===== src/design/cqef_pkg.sv =====
`timescale 1ns / 1ps

package cqef_pkg;

   localparam int DEPTH     = 16;
   localparam int ITEM_BITS = 32;
   localparam int ADDR_BITS = $clog2(DEPTH);
   localparam int FILL_BITS = $clog2(DEPTH + 1);

   typedef enum logic [1:0] {
      OP_PUSH    = 2'd0,
      OP_POP     = 2'd1,
      OP_EXTRACT = 2'd2,
      OP_FIND    = 2'd3
   } op_type;

   typedef enum logic [2:0] {
      STATUS_DONE      = 3'd0,
      STATUS_FULL      = 3'd1,
      STATUS_EMPTY     = 3'd2,
      STATUS_RANGE     = 3'd3,
      STATUS_NOT_FOUND = 3'd4
   } status_type;

   typedef enum logic [2:0] {
      ST_IDLE,
      ST_DECIDE,
      ST_POP,
      ST_EXT_ITEM,
      ST_SHIFT,
      ST_FIND
   } state_type;

   typedef struct packed {
      op_type                 command;
      logic [ITEM_BITS-1:0]   value;
      logic [ADDR_BITS-1:0]   position;
   } req_word_type;

   typedef struct packed {
      status_type             status;
      logic [ITEM_BITS-1:0]   item_out;
      logic [ADDR_BITS-1:0]   found_at;
      logic [FILL_BITS-1:0]   fill_level;
   } rsp_word_type;

   typedef struct packed {
      logic       latch;
      logic       rd_en;
      logic       k_clr;
      logic       k_pos;
      logic       k_inc;
      logic       wr_push;
      logic       wr_shift;
      logic       pop_done;
      logic       ext_done;
      logic       rsp_load;
      status_type rsp_status;
      logic       rsp_use_rd;
      logic       rsp_found;
   } dp_cmd_type;

   typedef struct packed {
      op_type op;
      logic   full;
      logic   empty;
      logic   pos_bad;
      logic   more;
      logic   match;
   } dp_stat_type;

endpackage


===== src/design/cqef_ram.sv =====
`timescale 1ns / 1ps

module cqef_ram #(
   parameter int WORD_BITS = 32,
   parameter int WORDS     = 16
) (
   input  logic                      clock,
   input  logic                      wr_en,
   input  logic [$clog2(WORDS)-1:0]  wr_addr,
   input  logic [WORD_BITS-1:0]      wr_data,
   input  logic                      rd_en,
   input  logic [$clog2(WORDS)-1:0]  rd_addr,
   output logic [WORD_BITS-1:0]      rd_data
);

   logic [WORD_BITS-1:0] mem_ff [WORDS];
   logic [WORD_BITS-1:0] rd_data_ff;

   always_ff @(posedge clock) begin
      if (wr_en) begin
         mem_ff[wr_addr] <= wr_data;
      end
      if (rd_en) begin
         rd_data_ff <= mem_ff[rd_addr];
      end
   end

   assign rd_data = rd_data_ff;

endmodule


===== src/design/cqef_ctrl.sv =====
`timescale 1ns / 1ps

module cqef_ctrl import cqef_pkg::*; (
   input  logic        clock,
   input  logic        reset,
   input  logic        start,
   output logic        busy,
   input  dp_stat_type stat,
   output dp_cmd_type  cmd
);

   state_type state_ff;
   state_type state_in;

   always_ff @(posedge clock) begin
      if (reset) begin
         state_ff <= ST_IDLE;
      end else begin
         state_ff <= state_in;
      end
   end

   always_comb begin
      state_in = state_ff;
      cmd      = '0;
      cmd.rsp_status = STATUS_DONE;
      unique case (state_ff)
         ST_IDLE: begin
            if (start) begin
               cmd.latch = 1'b1;
               state_in  = ST_DECIDE;
            end
         end
         ST_DECIDE: begin
            unique case (stat.op)
               OP_PUSH: begin
                  cmd.rsp_load = 1'b1;
                  if (stat.full) begin
                     cmd.rsp_status = STATUS_FULL;
                  end else begin
                     cmd.wr_push = 1'b1;
                  end
                  state_in = ST_IDLE;
               end
               OP_POP: begin
                  if (stat.empty) begin
                     cmd.rsp_load   = 1'b1;
                     cmd.rsp_status = STATUS_EMPTY;
                     state_in       = ST_IDLE;
                  end else begin
                     cmd.k_clr = 1'b1;
                     cmd.rd_en = 1'b1;
                     state_in  = ST_POP;
                  end
               end
               OP_EXTRACT: begin
                  if (stat.pos_bad) begin
                     cmd.rsp_load   = 1'b1;
                     cmd.rsp_status = STATUS_RANGE;
                     state_in       = ST_IDLE;
                  end else begin
                     cmd.k_pos = 1'b1;
                     cmd.rd_en = 1'b1;
                     state_in  = ST_EXT_ITEM;
                  end
               end
               OP_FIND: begin
                  if (stat.empty) begin
                     cmd.rsp_load   = 1'b1;
                     cmd.rsp_status = STATUS_NOT_FOUND;
                     state_in       = ST_IDLE;
                  end else begin
                     cmd.k_clr = 1'b1;
                     cmd.rd_en = 1'b1;
                     state_in  = ST_FIND;
                  end
               end
            endcase
         end
         ST_POP: begin
            cmd.pop_done   = 1'b1;
            cmd.rsp_load   = 1'b1;
            cmd.rsp_use_rd = 1'b1;
            state_in       = ST_IDLE;
         end
         ST_EXT_ITEM: begin
            if (stat.more) begin
               // keep the removed word until the shift ends
               cmd.rsp_use_rd = 1'b1;
               cmd.k_inc      = 1'b1;
               cmd.rd_en      = 1'b1;
               state_in       = ST_SHIFT;
            end else begin
               cmd.ext_done   = 1'b1;
               cmd.rsp_load   = 1'b1;
               cmd.rsp_use_rd = 1'b1;
               state_in       = ST_IDLE;
            end
         end
         ST_SHIFT: begin
            cmd.wr_shift = 1'b1;
            if (stat.more) begin
               cmd.k_inc = 1'b1;
               cmd.rd_en = 1'b1;
            end else begin
               cmd.ext_done = 1'b1;
               cmd.rsp_load = 1'b1;
               state_in     = ST_IDLE;
            end
         end
         ST_FIND: begin
            if (stat.match) begin
               cmd.rsp_load  = 1'b1;
               cmd.rsp_found = 1'b1;
               state_in      = ST_IDLE;
            end else if (stat.more) begin
               cmd.k_inc = 1'b1;
               cmd.rd_en = 1'b1;
            end else begin
               cmd.rsp_load   = 1'b1;
               cmd.rsp_status = STATUS_NOT_FOUND;
               state_in       = ST_IDLE;
            end
         end
         default: begin
            state_in = ST_IDLE;
         end
      endcase
   end

   assign busy = (state_ff != ST_IDLE);

endmodule


===== src/design/cqef_dp.sv =====
`timescale 1ns / 1ps

module cqef_dp import cqef_pkg::*; (
   input  logic         clock,
   input  logic         reset,
   input  req_word_type req_word,
   input  dp_cmd_type   cmd,
   output dp_stat_type  stat,
   output logic         rsp_strobe,
   output rsp_word_type rsp_word
);

   logic [ADDR_BITS-1:0] head_ff, head_in;
   logic [ADDR_BITS-1:0] tail_ff, tail_in;
   logic [FILL_BITS-1:0] occ_ff, occ_in;
   logic [ADDR_BITS-1:0] k_ff, k_in;
   op_type               op_ff;
   logic [ITEM_BITS-1:0] value_ff;
   logic [ADDR_BITS-1:0] pos_ff;
   logic [ITEM_BITS-1:0] item_ff, item_in;
   logic                 rsp_valid_ff;
   rsp_word_type         rsp_ff, rsp_in;

   logic                 wr_en;
   logic [ADDR_BITS-1:0] wr_addr;
   logic [ITEM_BITS-1:0] wr_data;
   logic [ADDR_BITS-1:0] rd_addr;
   logic [ITEM_BITS-1:0] rd_data;

   // queue pointers and fill
   always_comb begin
      head_in = head_ff;
      tail_in = tail_ff;
      occ_in  = occ_ff;
      priority if (cmd.wr_push) begin
         tail_in = tail_ff + ADDR_BITS'(1);
         occ_in  = occ_ff + FILL_BITS'(1);
      end else if (cmd.pop_done) begin
         head_in = head_ff + ADDR_BITS'(1);
         occ_in  = occ_ff - FILL_BITS'(1);
      end else if (cmd.ext_done) begin
         tail_in = tail_ff - ADDR_BITS'(1);
         occ_in  = occ_ff - FILL_BITS'(1);
      end else begin
         occ_in = occ_ff;
      end
   end

   always_comb begin
      priority if (cmd.k_clr) begin
         k_in = '0;
      end else if (cmd.k_pos) begin
         k_in = pos_ff;
      end else if (cmd.k_inc) begin
         k_in = k_ff + ADDR_BITS'(1);
      end else begin
         k_in = k_ff;
      end
   end

   always_comb begin
      item_in = cmd.latch ? '0 : item_ff;
      rsp_in            = rsp_ff;
      rsp_in.status     = cmd.rsp_status;
      rsp_in.item_out   = cmd.rsp_use_rd ? rd_data : item_ff;
      rsp_in.found_at   = cmd.rsp_found ? k_ff : '0;
      rsp_in.fill_level = occ_in;
      if (cmd.rsp_use_rd) begin
         item_in = rd_data;
      end
   end

   always_ff @(posedge clock) begin
      if (reset) begin
         head_ff      <= '0;
         tail_ff      <= '0;
         occ_ff       <= '0;
         rsp_valid_ff <= 1'b0;
      end else begin
         head_ff      <= head_in;
         tail_ff      <= tail_in;
         occ_ff       <= occ_in;
         rsp_valid_ff <= cmd.rsp_load;
      end
   end

   always_ff @(posedge clock) begin
      k_ff    <= k_in;
      item_ff <= item_in;
      if (cmd.latch) begin
         op_ff    <= req_word.command;
         value_ff <= req_word.value;
         pos_ff   <= req_word.position;
      end
      if (cmd.rsp_load) begin
         rsp_ff <= rsp_in;
      end
   end

   // shift writes slot k-1 with the word read at slot k
   assign wr_en   = cmd.wr_push | cmd.wr_shift;
   assign wr_addr = cmd.wr_push ? tail_ff : (head_ff + k_ff - ADDR_BITS'(1));
   assign wr_data = cmd.wr_push ? value_ff : rd_data;
   assign rd_addr = head_ff + k_in;

   cqef_ram #(
      .WORD_BITS (ITEM_BITS),
      .WORDS     (DEPTH)
   ) u_ram (
      .clock   (clock),
      .wr_en   (wr_en),
      .wr_addr (wr_addr),
      .wr_data (wr_data),
      .rd_en   (cmd.rd_en),
      .rd_addr (rd_addr),
      .rd_data (rd_data)
   );

   assign stat.op      = op_ff;
   assign stat.full    = (occ_ff == FILL_BITS'(DEPTH));
   assign stat.empty   = (occ_ff == '0);
   assign stat.pos_bad = (FILL_BITS'(pos_ff) >= occ_ff);
   assign stat.more    = ((FILL_BITS'(k_ff) + FILL_BITS'(1)) < occ_ff);
   assign stat.match   = (rd_data == value_ff);

   assign rsp_strobe = rsp_valid_ff;
   assign rsp_word   = rsp_ff;

endmodule


===== src/design/circular_queue_extract_find.sv =====
`timescale 1ns / 1ps

// channel   ports                        handshake
// request   req_word                     taken when start && !busy
// response  rsp_word                     rsp_strobe high one cycle, no backpressure
//
// One word is handled at a time; the response strobe shows in the first cycle busy is low.
// Push and refused commands end in decide; pop reads the head slot, find compares entries
// in turn, extract shifts the rest down; the slot RAM reads and writes one entry a cycle.
// Reset (synchronous) empties the queue; slot contents are not cleared.
// The receiver cannot stall; a response is lost if not taken in its cycle.

module circular_queue_extract_find import cqef_pkg::*; (
   input  logic         clock,
   input  logic         reset,
   input  logic         start,
   output logic         busy,
   input  req_word_type req_word,
   output logic         rsp_strobe,
   output rsp_word_type rsp_word
);

   dp_cmd_type  cmd;
   dp_stat_type stat;

   cqef_ctrl u_ctrl (
      .clock (clock),
      .reset (reset),
      .start (start),
      .busy  (busy),
      .stat  (stat),
      .cmd   (cmd)
   );

   cqef_dp u_dp (
      .clock      (clock),
      .reset      (reset),
      .req_word   (req_word),
      .cmd        (cmd),
      .stat       (stat),
      .rsp_strobe (rsp_strobe),
      .rsp_word   (rsp_word)
   );

   a_busy_after_start: assert property (@(posedge clock) disable iff (reset)
      (start && !busy) |=> busy)
      else $error("busy not raised after accepted word");

   a_rsp_on_done: assert property (@(posedge clock) disable iff (reset)
      $fell(busy) |-> rsp_strobe)
      else $error("no response when command finished");

   a_rsp_spaced: assert property (@(posedge clock) disable iff (reset)
      rsp_strobe |=> !rsp_strobe)
      else $error("back to back responses");

   a_full_level: assert property (@(posedge clock) disable iff (reset)
      (rsp_strobe && rsp_word.status == STATUS_FULL) |->
         (rsp_word.fill_level == FILL_BITS'(DEPTH)))
      else $error("full reported below capacity");

   a_level_range: assert property (@(posedge clock) disable iff (reset)
      rsp_strobe |-> (rsp_word.fill_level <= FILL_BITS'(DEPTH)))
      else $error("fill level beyond capacity");

endmodule

===== config.mk =====
export PLATFORM = sky130hd
export DESIGN_NAME = circular_queue_extract_find
export DESIGN_NICKNAME = d
export VERILOG_FILES = /design/src/design/cqef_pkg.sv /design/src/design/cqef_ram.sv /design/src/design/cqef_ctrl.sv /design/src/design/cqef_dp.sv /design/src/design/circular_queue_extract_find.sv
export SDC_FILE = /design/constraint.sdc
export NUM_CORES = 1
export LEC_CHECK = 0
export ABC_AREA = 0
export BUFFER_PORTS_ARGS = -buffer_cell sky130_fd_sc_hd__buf_2
export CORE_ASPECT_RATIO = 2
export CORE_MARGIN = 3
export CORE_UTILIZATION = 45
export CTS_CLUSTER_DIAMETER = 60
export CTS_CLUSTER_SIZE = 12
export DETAILED_ROUTE_END_ITERATION = 12
export GPL_ROUTABILITY_DRIVEN = 0
export PLACE_DENSITY = 0.59
export SLEW_MARGIN = 25
export SYNTH_ARGS = -nofsm -noshare
export SYNTH_HDL_FRONTEND = slang
export SYNTH_HIERARCHICAL = 1
export SYNTH_SLANG_ARGS = --single-unit
export TNS_END_PERCENT = 100

===== constraint.sdc =====
create_clock -name clock -period 6.1 [get_ports clock]
set_input_delay 0.305 -clock clock [delete_from_list [all_inputs] [get_ports clock]]
set_output_delay 0.305 -clock clock [all_outputs]
set_load 0.03 [all_outputs]

==> results of run 1 <==
## layout by cell type (no fill, tap or decap), types with 7 or more instances in the layout
| cell type | instances |
|---|---|
| nand2_1 | 45 |
| xor2_1 | 37 |
| mux2_2 | 66 |
| a22oi_1 | 64 |
| nor2b_1 | 7 |
| and2_1 | 37 |
| buf_12 | 9 |
| xnor2_1 | 15 |
| a21oi_1 | 12 |
| inv_1 | 26 |
| dlygate4sd3_1 | 38 |
| nand2b_1 | 8 |
| nor2_1 | 24 |
| clkbuf_1 | 8 |
| nor2_4 | 13 |
| nor4_1 | 8 |
| ha_1 | 20 |
| dfxtp_1 | 21 |
| edfxtp_1 | 658 |
| buf_4 | 38 |
| mux4_2 | 128 |
| clkbuf_16 | 70 |
| buf_2 | 86 |
## power breakdown
part	total (mW)	internal [mW]	leakage [nW]	switching (mW)
Clock	3.80	2.14	0.928	1.66
Combinational	3.07	1.37	3.03	1.70
Sequential	5.55	5.45	6.17	0.101
## cell usage after synthesis, types with 8 or more instances
library cell / instances / area share
inv_1: 27 / 0.0038
nor2b_1: 9 / 0.0021
buf_4: 10 / 0.0028
and2_1: 37 / 0.0086
edfxtp_1: 658 / 0.74
nor3_1: 9 / 0.0017
dfxtp_1: 21 / 0.016
nor2_1: 37 / 0.0052
ha_1: 21 / 0.0098
mux4_2: 128 / 0.11
nor4_1: 9 / 0.0021
buf_1: 10 / 0.0014
xnor2_1: 15 / 0.0049
nand2b_1: 8 / 0.0019
nand2_1: 45 / 0.0063
clkbuf_1: 23 / 0.0032
mux2_2: 66 / 0.028
buf_2: 15 / 0.0028
a22oi_1: 64 / 0.018
a21oi_1: 12 / 0.0022
xor2_1: 37 / 0.012
## repair_timing
| action | 4_1_cts | 5_1_grt |
|---|---|---|
| hold buffers | 38 | 0 |
| resized for setup | 0 | 0 |
| buffers inserted | 0 | 0 |
| endpoints found under the hold margin | 38 | 0 |
## through the flow
step | total power, mW | hold WS [ps] | utilization | cell area (µm²) | worst slack, ps
3_5_place_dp | 8.74 | 483 | 0.487 | 28500 | 572
2_1_floorplan | 7.75 | 377 | - | 26800 | 1040
5_1_grt | 12.9 | 130 | 0.526 | 30800 | 285
4_1_cts | 12.6 | 90.5 | 0.526 | 30800 | 540
3_3_place_gp | 8.70 | 481 | 0.487 | 28500 | 748
6_report | 12.4 | 112 | 0.526 | 30800 | 541
## critical path: cells and delay by family, from the launching register on
family / cells / cell delay, ps
AND/OR/NAND/NOR: 8 / 2260
AO/OA/AOI/OAI: 3 / 820
XOR/XNOR: 3 / 660
buffers and inverters: 3 / 600
adder cells (fa/ha/maj): 2 / 600
flip-flops: 1 / 440
## final timing paths
kind                                       to                             start  cells after the start  slack (ps)
max          u_dp/u_ram/rd_data[15]$_DFFE_PP_  u_dp/u_ram/rd_data[27]$_DFFE_PP_                     19         540
min              u_dp/tail_ff[0]$_SDFFE_PP0P_                             reset                      2         110
max reg2reg  u_dp/u_ram/rd_data[15]$_DFFE_PP_  u_dp/u_ram/rd_data[27]$_DFFE_PP_                     19         540
min reg2reg       u_dp/rsp_word[15]$_DFFE_PP_     u_dp/item_ff[6]$_SDFFCE_PN0P_                      1         540
## final cells by class
type / instances / area (µm²)
clock buffer: 78 / 1780
clock inverter: 8 / 125
fill: 4605 / 27700
inverter: 29 / 111
multi-input combinational: 561 / 6350
sequential: 679 / 20200
tap: 762 / 953
timing repair buffer: 171 / 1280
## sequential cells by signal (all words and copies together) (netlist names), 5 cells and up
signal / cells
u_dp/item_ff: 32
u_dp/occ_ff: 5
u_dp/rsp_word: 44
u_dp/u_ram/mem_ff: 512
u_dp/u_ram/rd_data: 32
u_dp/value_ff: 32
## layer usage
layer,vias to the layer above,global-route usage
met4,0,0.0653
met3,101,0.0267
met5,-,0
li1,5690,-
met1,7163,0.265
met2,426,0.394
## kinds of logic (layout without fill, tap and decap cells)
| family | count (synthesis) | after routing | share of synthesized area |
|---|---|---|---|
| buffers and inverters | 89 | 286 | 0.0151 |
| AO/OA/AOI/OAI | 102 | 102 | 0.0283 |
| flip-flops | 679 | 679 | 0.754 |
| XOR/XNOR | 52 | 52 | 0.0170 |
| AND/OR/NAND/NOR | 184 | 184 | 0.0363 |
| multiplexers | 199 | 199 | 0.137 |
| adder cells (fa/ha/maj) | 24 | 24 | 0.0121 |
==> flow_summary.yaml, run 1 <==
finish:
  antennaDiodeCount: 0
  final_layout_size_suffix_gt1_frac: 0.290
  syn2layout_area_growth_pct: 15.0
  finalNonFillerCells: 2288
  num-nets-final: 1574
critical_path:
  element_type_at_the_critical_path_end: "register"
  crit_required_ps: 6540
  worstSetupStartpointType: "register"
  cp_common_cell: "nand2_1"
  crit_path_class: "register to register"
  crit_path_max_fanout: 19
  cp_slowest_cell: "nor2_4"
  delay_of_the_slowest_cell_on_the_worst_path_ps: 720
  crit_path_cell_trace: "xor2_1 > nor4_1 > nand4_1 > nor2_1 > nand2_1 > nand2_1 > a21bo_1 > inv_1 > xor2_1 > nor2_1 > a211oi_1 > ha_4 > inv_1 > fa_1 > xnor2_1 > nor2_4 > buf_4 > a22oi_1 > nand2_1"
  worst_ep_arrival_time_ps: 6000
floorplanning:
  die_area_um2: 62600
  die_height_um: 351
  core_area_um2: 58500
  floorplan.initialDensity: 0.458
  dieWidth_um: 178
  ioPinCount: 87
  placementRows: 125
global_routing:
  via_count_of_the_first_global_routing_pass: 14000
  largest_net_degree_at_the_start_of_global_routing: 66
  antenna_violations_before_repair: 0
  wire_length_of_the_first_global_routing_pass_mm: 96.1
  congestion_overflow_gr: 0
  grt.total_usage: 0.216
synth:
  synth_area_per_cell_um2: 20.1
  count_of_yosys_warnings_during_synthesis: 6
  synth_nets: 1394
  synth_cells: 1329
  postSynth.asyncResetShare: 0
  synth.lib_cells_used.distinct: 54
  syn-cell-area_um2: 26800
  synth_top_flop_cell: "edfxtp_1"
  synth_edf_count: 658
  yosysSeqAreaShare: 0.754
  ys_seq_elements: 679
sta:
  tightest_pin_transition_ps: 942
  finalSetupViolCount: 0
  unrepaired_setup_endpoints_after_global_routing: "false"
  slew_hr: 0.372
  achievable-frequency_mhz: 180
  report.final.hold_viol_count: 0
  fin_skew_ps: 23.4
  final_max_slew_viol_count: 0
  final.min_clock_period_ps: 5560
  timing.final.crit_share: 0.911
  finalSetupTns_ps: 0
status:
  outcome: "finished clean"
routing:
  postRouteAntennaNets: 0
  drc_errors: 0
  dr.max_layer_used: "met4"
  drt_iter0_markers: 1099
  route.met3.wl_mm: 2.88
  drt_pass1_iterations: 5
  wirelength_met1_mm: 25.2
  detailroute.via_count: 13400
  wl_met2_mm: 36.3
  drt-vias-per-instance: 5.85
  aggregate_routed_wire_length_mm: 66.1
  drt-wirelength-per-cell_um: 28.9
clocking:
  clk_path_buf_depth: 3
  cts_tree: "done"
  clk-insertion-delay-late_ps: 600
  cts_buffer_count: 67
  clock-root-buffer: "clkbuf_16"
  cts.htree.levels: 3
  clock-sinks: 679
  worst_setup_hold_path_clk_slew_ps: 60
hold_path:
  hold_class: "input pin to register"
placement:
  placement.io_buffers: 86
  hpwl_mm: 36.9
  placed_cells: 2164
job:
  drv.max_cap_violation_count: 0
power:
  ir_worst_vdd_uv: 218
  leakagePower_nw: 10.1
  power_density_nw_per_um2: 404
No activity file was read; power rests on OpenSTA's default activity.
==> run 2: changes to the inputs <==
Settings changed: CTS_BUF_LIST set to sky130_fd_sc_hd__clkbuf_8.
==> run 2 against run 1 <==
Critical path depth did not move. Flip-flop and latch count did not move. Total power fell by 9.5%. Wire length fell by 0.15%. Worst setup slack improved by 44 ps. Clock skew rose by 0.53 ps. Core utilization fell by 1.4 points. Sequential power barely moved.
==> flow_summary.yaml, run 2 (synthesized netlist as in run 1, its figures left out) <==
status:
  outcome: "finished clean"
routing:
  aggregate_routed_wire_length_mm: 66.0
  detailroute.via_count: 13300
  drt_pass1_iterations: 5
  drc_errors: 0
  drt_iter0_markers: 1024
  postRouteAntennaNets: 0
  drt-vias-per-instance: 5.80
  drt-wirelength-per-cell_um: 28.8
critical_path:
  worstSetupStartpointType: "register"
  timing.critical_path.buf_inv: 3
  crit_path_max_fanout: 19
  delay_of_the_slowest_cell_on_the_worst_path_ps: 710
  critPathTopFamily: "simple AND/OR/NAND/NOR gates"
  cp_slowest_cell: "nor2_4"
  crit_path_cell_trace: "xor2_1 > nor4_1 > nand4_1 > nor2_1 > nand2_1 > nand2_1 > a21bo_1 > inv_1 > xor2_1 > nor2_1 > a211oi_1 > ha_4 > inv_1 > fa_1 > xnor2_1 > nor2_4 > buf_4 > a22oi_1 > nand2_1"
  crit_required_ps: 6610
  element_type_at_the_critical_path_end: "register"
  worst_ep_arrival_time_ps: 6020
  crit_path_class: "register to register"
  cp_common_cell: "nand2_1"
global_routing:
  grt.total_usage: 0.215
  wire_length_of_the_first_global_routing_pass_mm: 95.2
  congestion_overflow_gr: 0
  via_count_of_the_first_global_routing_pass: 13900
  largest_net_degree_at_the_start_of_global_routing: 66
  antenna_violations_before_repair: 2
finish:
  final_common_cell: "edfxtp_1"
  num-nets-final: 1575
  largest_register: "u_dp/u_ram/mem_ff"
  final_layout_size_suffix_gt1_frac: 0.289
  top_regs: "u_dp/u_ram/mem_ff: 512 flops, u_dp/rsp_word: 44 flops"
  num-fill-cells: 4695
  most-common-layout-cells: "edfxtp_1 (658), mux4_2 (128), buf_2 (86), clkbuf_8 (70), mux2_2 (66)"
  final_cell_utilization_of_the_core: 0.513
  syn2layout_area_growth_pct: 12.0
  number_of_flip_flops_in_the_largest_register: 512
sta:
  tightest_pin_transition_ps: 945
  timing.final.crit_share: 0.904
  finalSetupViolCount: 0
  final_max_slew_viol_count: 0
  fin_skew_ps: 23.9
  finalSetupTns_ps: 0
  unrepaired_setup_endpoints_after_global_routing: "false"
  setup_ws_ps: 584
  hold-worst-slack_ps: 104
  final.min_clock_period_ps: 5520
  slew_hr: 0.370
  report.final.hold_viol_count: 0
  achievable-frequency_mhz: 181
clocking:
  worst_setup_hold_path_clk_slew_ps: 100
  clock-sinks: 679
  postCtsSetupRepairBufs: 0
  cts_tree: "done"
  clk-insertion-delay-late_ps: 660
  clk_path_buf_depth: 3
  cts.htree.levels: 3
  cts_buffer_count: 67
  clock-root-buffer: "clkbuf_8"
power:
  power.share.combinational: 0.273
  leakagePower_nw: 9.79
  internal_power_mw: 7.94
  p_sw_frac: 0.293
  ir_worst_vdd_uv: 205
  portion_of_total_power_attributed_to_the_clock_network: 0.234
  power_density_nw_per_um2: 375
  pwr-share-seq: 0.493
  power_switching_mw: 3.30
hold_path:
  hold_class: "input pin to register"
floorplanning:
  dieWidth_um: 178
  placementRows: 125
  ioPinCount: 87
  die_area_um2: 62600
  die_height_um: 351
  floorplan.initialDensity: 0.458
  core_area_um2: 58500
job:
  drv.max_cap_violation_count: 0
placement:
  preCtsSetupSlack_ps: 572
  placement.io_buffers: 86
  hpwl_mm: 36.9
run 2: cell count changes in the layout (fill, tap and decap cells not counted):
| cell | change |
|---|---|
| inv_1 | +8 |
| clkbuf_1 | -8 |
| diode_2 | +1 |
| inv_6 | -1 |
| inv_8 | +1 |
| clkinvlp_4 | +2 |
| clkinv_8 | -1 |
| clkbuf_8 | +70 |
| inv_16 | -1 |
| clkbuf_16 | -70 |
| dlygate4sd3_1 | +1 |
run 2: per-stage QoR:
| stage | power [mW] | cell area (µm²) | std cells |
|---|---|---|---|
| after CTS | 11.4 | 30000 | 2289 |
| after global routing | 11.8 | 30000 | 2290 |
| after detailed placement | 8.74 | 28500 | 2164 |
| after global placement | 8.70 | 28500 | 2164 |
| after floorplan | 7.75 | 26800 | 1329 |
| final | 11.2 | 30000 | 2290 |
run 2: area by class of cell:
cell class	count	area (µm²)	share of cell area
clock buffers	70	963	0.0321
inverters	29	111	0.00371
flip-flops and latches	679	20200	0.673
multi-input cells	561	6350	0.212
well taps	762	953	0.0318
repair buffers	172	1290	0.0429
clock inverters	16	136	0.00455
diodes	1	2.50	0.0000835
run 2: final timing paths:
kind	startpoint	endpoint	slack, ps	cells after the start
setup / recovery	u_dp/u_ram/rd_data[27]$_DFFE_PP_	u_dp/u_ram/rd_data[15]$_DFFE_PP_	580	19
hold / removal	start	u_ctrl/state_ff[2]$_SDFFE_PP0P_	100	5
setup reg to reg	u_dp/u_ram/rd_data[27]$_DFFE_PP_	u_dp/u_ram/rd_data[15]$_DFFE_PP_	580	19
hold reg to reg	u_dp/item_ff[6]$_SDFFCE_PN0P_	u_dp/rsp_word[15]$_DFFE_PP_	550	1
run 2: worst register-to-register path: stages (launching register included):
cell and delay (ps):
edfxtp_1 460, xor2_1 250, nor4_1 490, nand4_1 210, nor2_1 370, nand2_1 160
nand2_1 110, a21bo_1 190, inv_1 120, xor2_1 160, nor2_1 50, a211oi_1 480
ha_4 220, inv_1 50, fa_1 380, xnor2_1 250, nor2_4 710, buf_4 430
a22oi_1 150, nand2_1 140
run 2: per-layer routing:
| layer | vias up | routed length, µm | part of all wire | GRT usage |
|---|---|---|---|---|
| met5 | - | 0 | 0 | 0 |
| met3 | 103 | 3480 | 0.053 | 0.0316 |
| met2 | 453 | 35800 | 0.54 | 0.390 |
| li1 | 5676 | - | - | - |
| met1 | 7039 | 24800 | 0.38 | 0.262 |
| met4 | 0 | 1930 | 0.029 | 0.0686 |
run 2: power groups by stage:
stage               Sequential, mW  Clock, mW  Combinational [mW]
floorplan                     5.67          0                2.08
global placement              5.64          0                3.06
detailed placement            5.65          0                3.10
CTS                           5.54       2.71                3.12
global route                  5.56       2.89                3.32
finish                        5.54       2.63                3.07
run 2: what timing repair did:
item                      4_1_cts  5_1_grt
hold buffers                   39        0
gates resized for setup         0        0
hold endpoints to repair       39        0
==> run 3: changes to the inputs <==
--- a/config.mk
+++ b/config.mk
@@ -8,3 +8,3 @@
 export ABC_AREA = 0
-export BUFFER_PORTS_ARGS = -buffer_cell sky130_fd_sc_hd__buf_2
+export BUFFER_PORTS_ARGS = -buffer_cell sky130_fd_sc_hd__buf_4
 export CORE_ASPECT_RATIO = 2
==> constraint.sdc (replaced) <==
create_clock -name clock -period 6.1 [get_ports clock]
set_input_delay 1.22 -clock clock [delete_from_list [all_inputs] [get_ports clock]]
set_output_delay 1.22 -clock clock [all_outputs]
set_load 0.03 [all_outputs]
==> run 3 against run 2 <==
Non-clock buffer count down 44. Flip-flop and latch count unchanged. Clock skew rose by 8.3 ps. Wire length fell by 2.5%. First-iteration DRC count rose by 16%. Critical path type unchanged. Largest power group unchanged.
==> flow_summary.yaml, run 3 (synthesized netlist as in run 1, its figures left out) <==
floorplanning:
  placementRows: 125
  dieWidth_um: 178
  core_area_um2: 58500
  die_height_um: 351
  die_area_um2: 62600
  ioPinCount: 87
  floorplan.initialDensity: 0.458
finish:
  area.sequential_um2: 20200
  final_common_cell: "edfxtp_1"
  num-nets-final: 1530
  syn2layout_area_growth_pct: 10.9
  most-common-layout-cells: "edfxtp_1 (658), mux4_2 (128), buf_4 (120), clkbuf_8 (67), mux2_2 (66)"
  top_regs: "u_dp/u_ram/mem_ff: 512 flops, u_dp/rsp_word: 44 flops"
  number_of_flip_flops_in_the_largest_register: 512
  final_layout_size_suffix_gt1_frac: 0.293
  largest_register: "u_dp/u_ram/mem_ff"
  num-fill-cells: 4734
  multi_input_comb_area_um2: 6350
sta:
  setup_ws_ps: 347
  timing.final.crit_share: 0.943
  achievable-frequency_mhz: 174
  tightest_pin_transition_ps: 856
  fin_skew_ps: 32.2
  report.final.hold_viol_count: 0
  unrepaired_setup_endpoints_after_global_routing: "false"
  slew_hr: 0.430
  final.min_clock_period_ps: 5750
  finalSetupViolCount: 0
  finalSetupTns_ps: 0
  final_max_slew_viol_count: 0
critical_path:
  cp_slowest_cell: "nor4_1"
  element_type_at_the_critical_path_end: "register"
  crit_path_class: "register to register"
  crit_required_ps: 6490
  crit_path_cell_trace: "xor2_1 > nor4_1 > nand4_1 > nor2_1 > nand2_1 > nand2_1 > a21bo_1 > inv_1 > xor2_1 > nor2_1 > a211oi_1 > ha_4 > inv_1 > fa_1 > inv_4 > buf_12 > mux4_2 > a22oi_1 > nand2_1"
  cp_common_cell: "nand2_1"
  worstSetupStartpointType: "register"
  regToRegSetupSlack_ps: 350
  delay_of_the_slowest_cell_on_the_worst_path_ps: 730
  crit_path_max_fanout: 42
  worst_ep_arrival_time_ps: 6140
clocking:
  clock-root-buffer: "clkbuf_8"
  postCtsResizedCells: 0
  cts.htree.levels: 3
  cts_tree: "done"
  worst_setup_hold_path_clk_slew_ps: 80
  clk_path_buf_depth: 3
  clock-sinks: 679
  cts_buffer_count: 66
  postCtsSetupRepairBufs: 0
  cts_hold_buf: 0
  clk-insertion-delay-late_ps: 660
global_routing:
  grt.total_usage: 0.210
  antenna_violations_before_repair: 1
  largest_net_degree_at_the_start_of_global_routing: 66
  wire_length_of_the_first_global_routing_pass_mm: 93.4
  via_count_of_the_first_global_routing_pass: 13700
  congestion_overflow_gr: 0
power:
  ir_worst_vdd_uv: 234
  power_density_nw_per_um2: 373
  leakagePower_nw: 9.65
placement:
  preCtsSetupSlack_ps: 234
  placement.io_buffers: 86
  hpwl_mm: 37.3
status:
  outcome: "finished clean"
routing:
  drt-wirelength-per-cell_um: 28.7
  aggregate_routed_wire_length_mm: 64.4
  detailroute.via_count: 13000
  drt-vias-per-instance: 5.81
  drt_pass1_iterations: 6
  postRouteAntennaNets: 0
  drt_iter0_markers: 1189
  drc_errors: 0
hold_path:
  hold_class: "register to register"
job:
  drv.max_cap_violation_count: 0
run 3: area by class of cell:
class,count,area share
Antenna cell,1,0.0000843
Clock buffer,67,0.0311
Clock inverter,15,0.00362
Inverter,29,0.00375
Multi-Input combinational cell,561,0.214
Sequential cell,679,0.680
Tap cell,762,0.0321
Timing Repair Buffer,128,0.0357
run 3: worst max-delay path, delay by kind of cell (launching register included):
family          cells  cell delay (ps)
simple gates        7             1830
buf+inv             4              830
compound gates      3              800
fa+ha+maj           2              680
flops               1              470
xor+xnor            2              410
mux                 1              390
run 3: path summary, 6_finish.rpt:
path | start | to | depth (start not counted)
max | u_dp/u_ram/rd_data[27]$_DFFE_PP_ | u_dp/u_ram/rd_data[9]$_DFFE_PP_ | 19
min | u_dp/tail_ff[2]$_SDFFE_PP0P_ | u_dp/tail_ff[2]$_SDFFE_PP0P_ | 2
max reg2reg | u_dp/u_ram/rd_data[27]$_DFFE_PP_ | u_dp/u_ram/rd_data[9]$_DFFE_PP_ | 19
min reg2reg | u_dp/tail_ff[2]$_SDFFE_PP0P_ | u_dp/tail_ff[2]$_SDFFE_PP0P_ | 2
run 3: stage by stage:
step | utilization | std cells | cell area, µm² | hold WS (ps) | total power, mW
6_report | 0.508 | 2242 | 29700 | 542 | 11.1
5_1_grt | 0.508 | 2242 | 29700 | 569 | 11.6
4_1_cts | 0.507 | 2241 | 29700 | 545 | 11.2
3_5_place_dp | 0.490 | 2159 | 28700 | 525 | 8.73
3_3_place_gp | 0.490 | 2159 | 28700 | 521 | 8.70
2_1_floorplan | - | 1329 | 26800 | 485 | 7.75
run 3: where the power goes:
part           total [mW]  internal, mW  switching, mW
Combinational        3.03          1.35           1.68
Sequential           5.54          5.44          0.101
Clock                2.51          1.05           1.46
run 3: layer usage:
metal  up-vias  share of wire  GRT usage
li1       5586              -          -
met1      6844           0.37      0.263
met2       500           0.53      0.366
met3       105          0.059     0.0338
met4         0          0.034     0.0791
met5         -              0          0
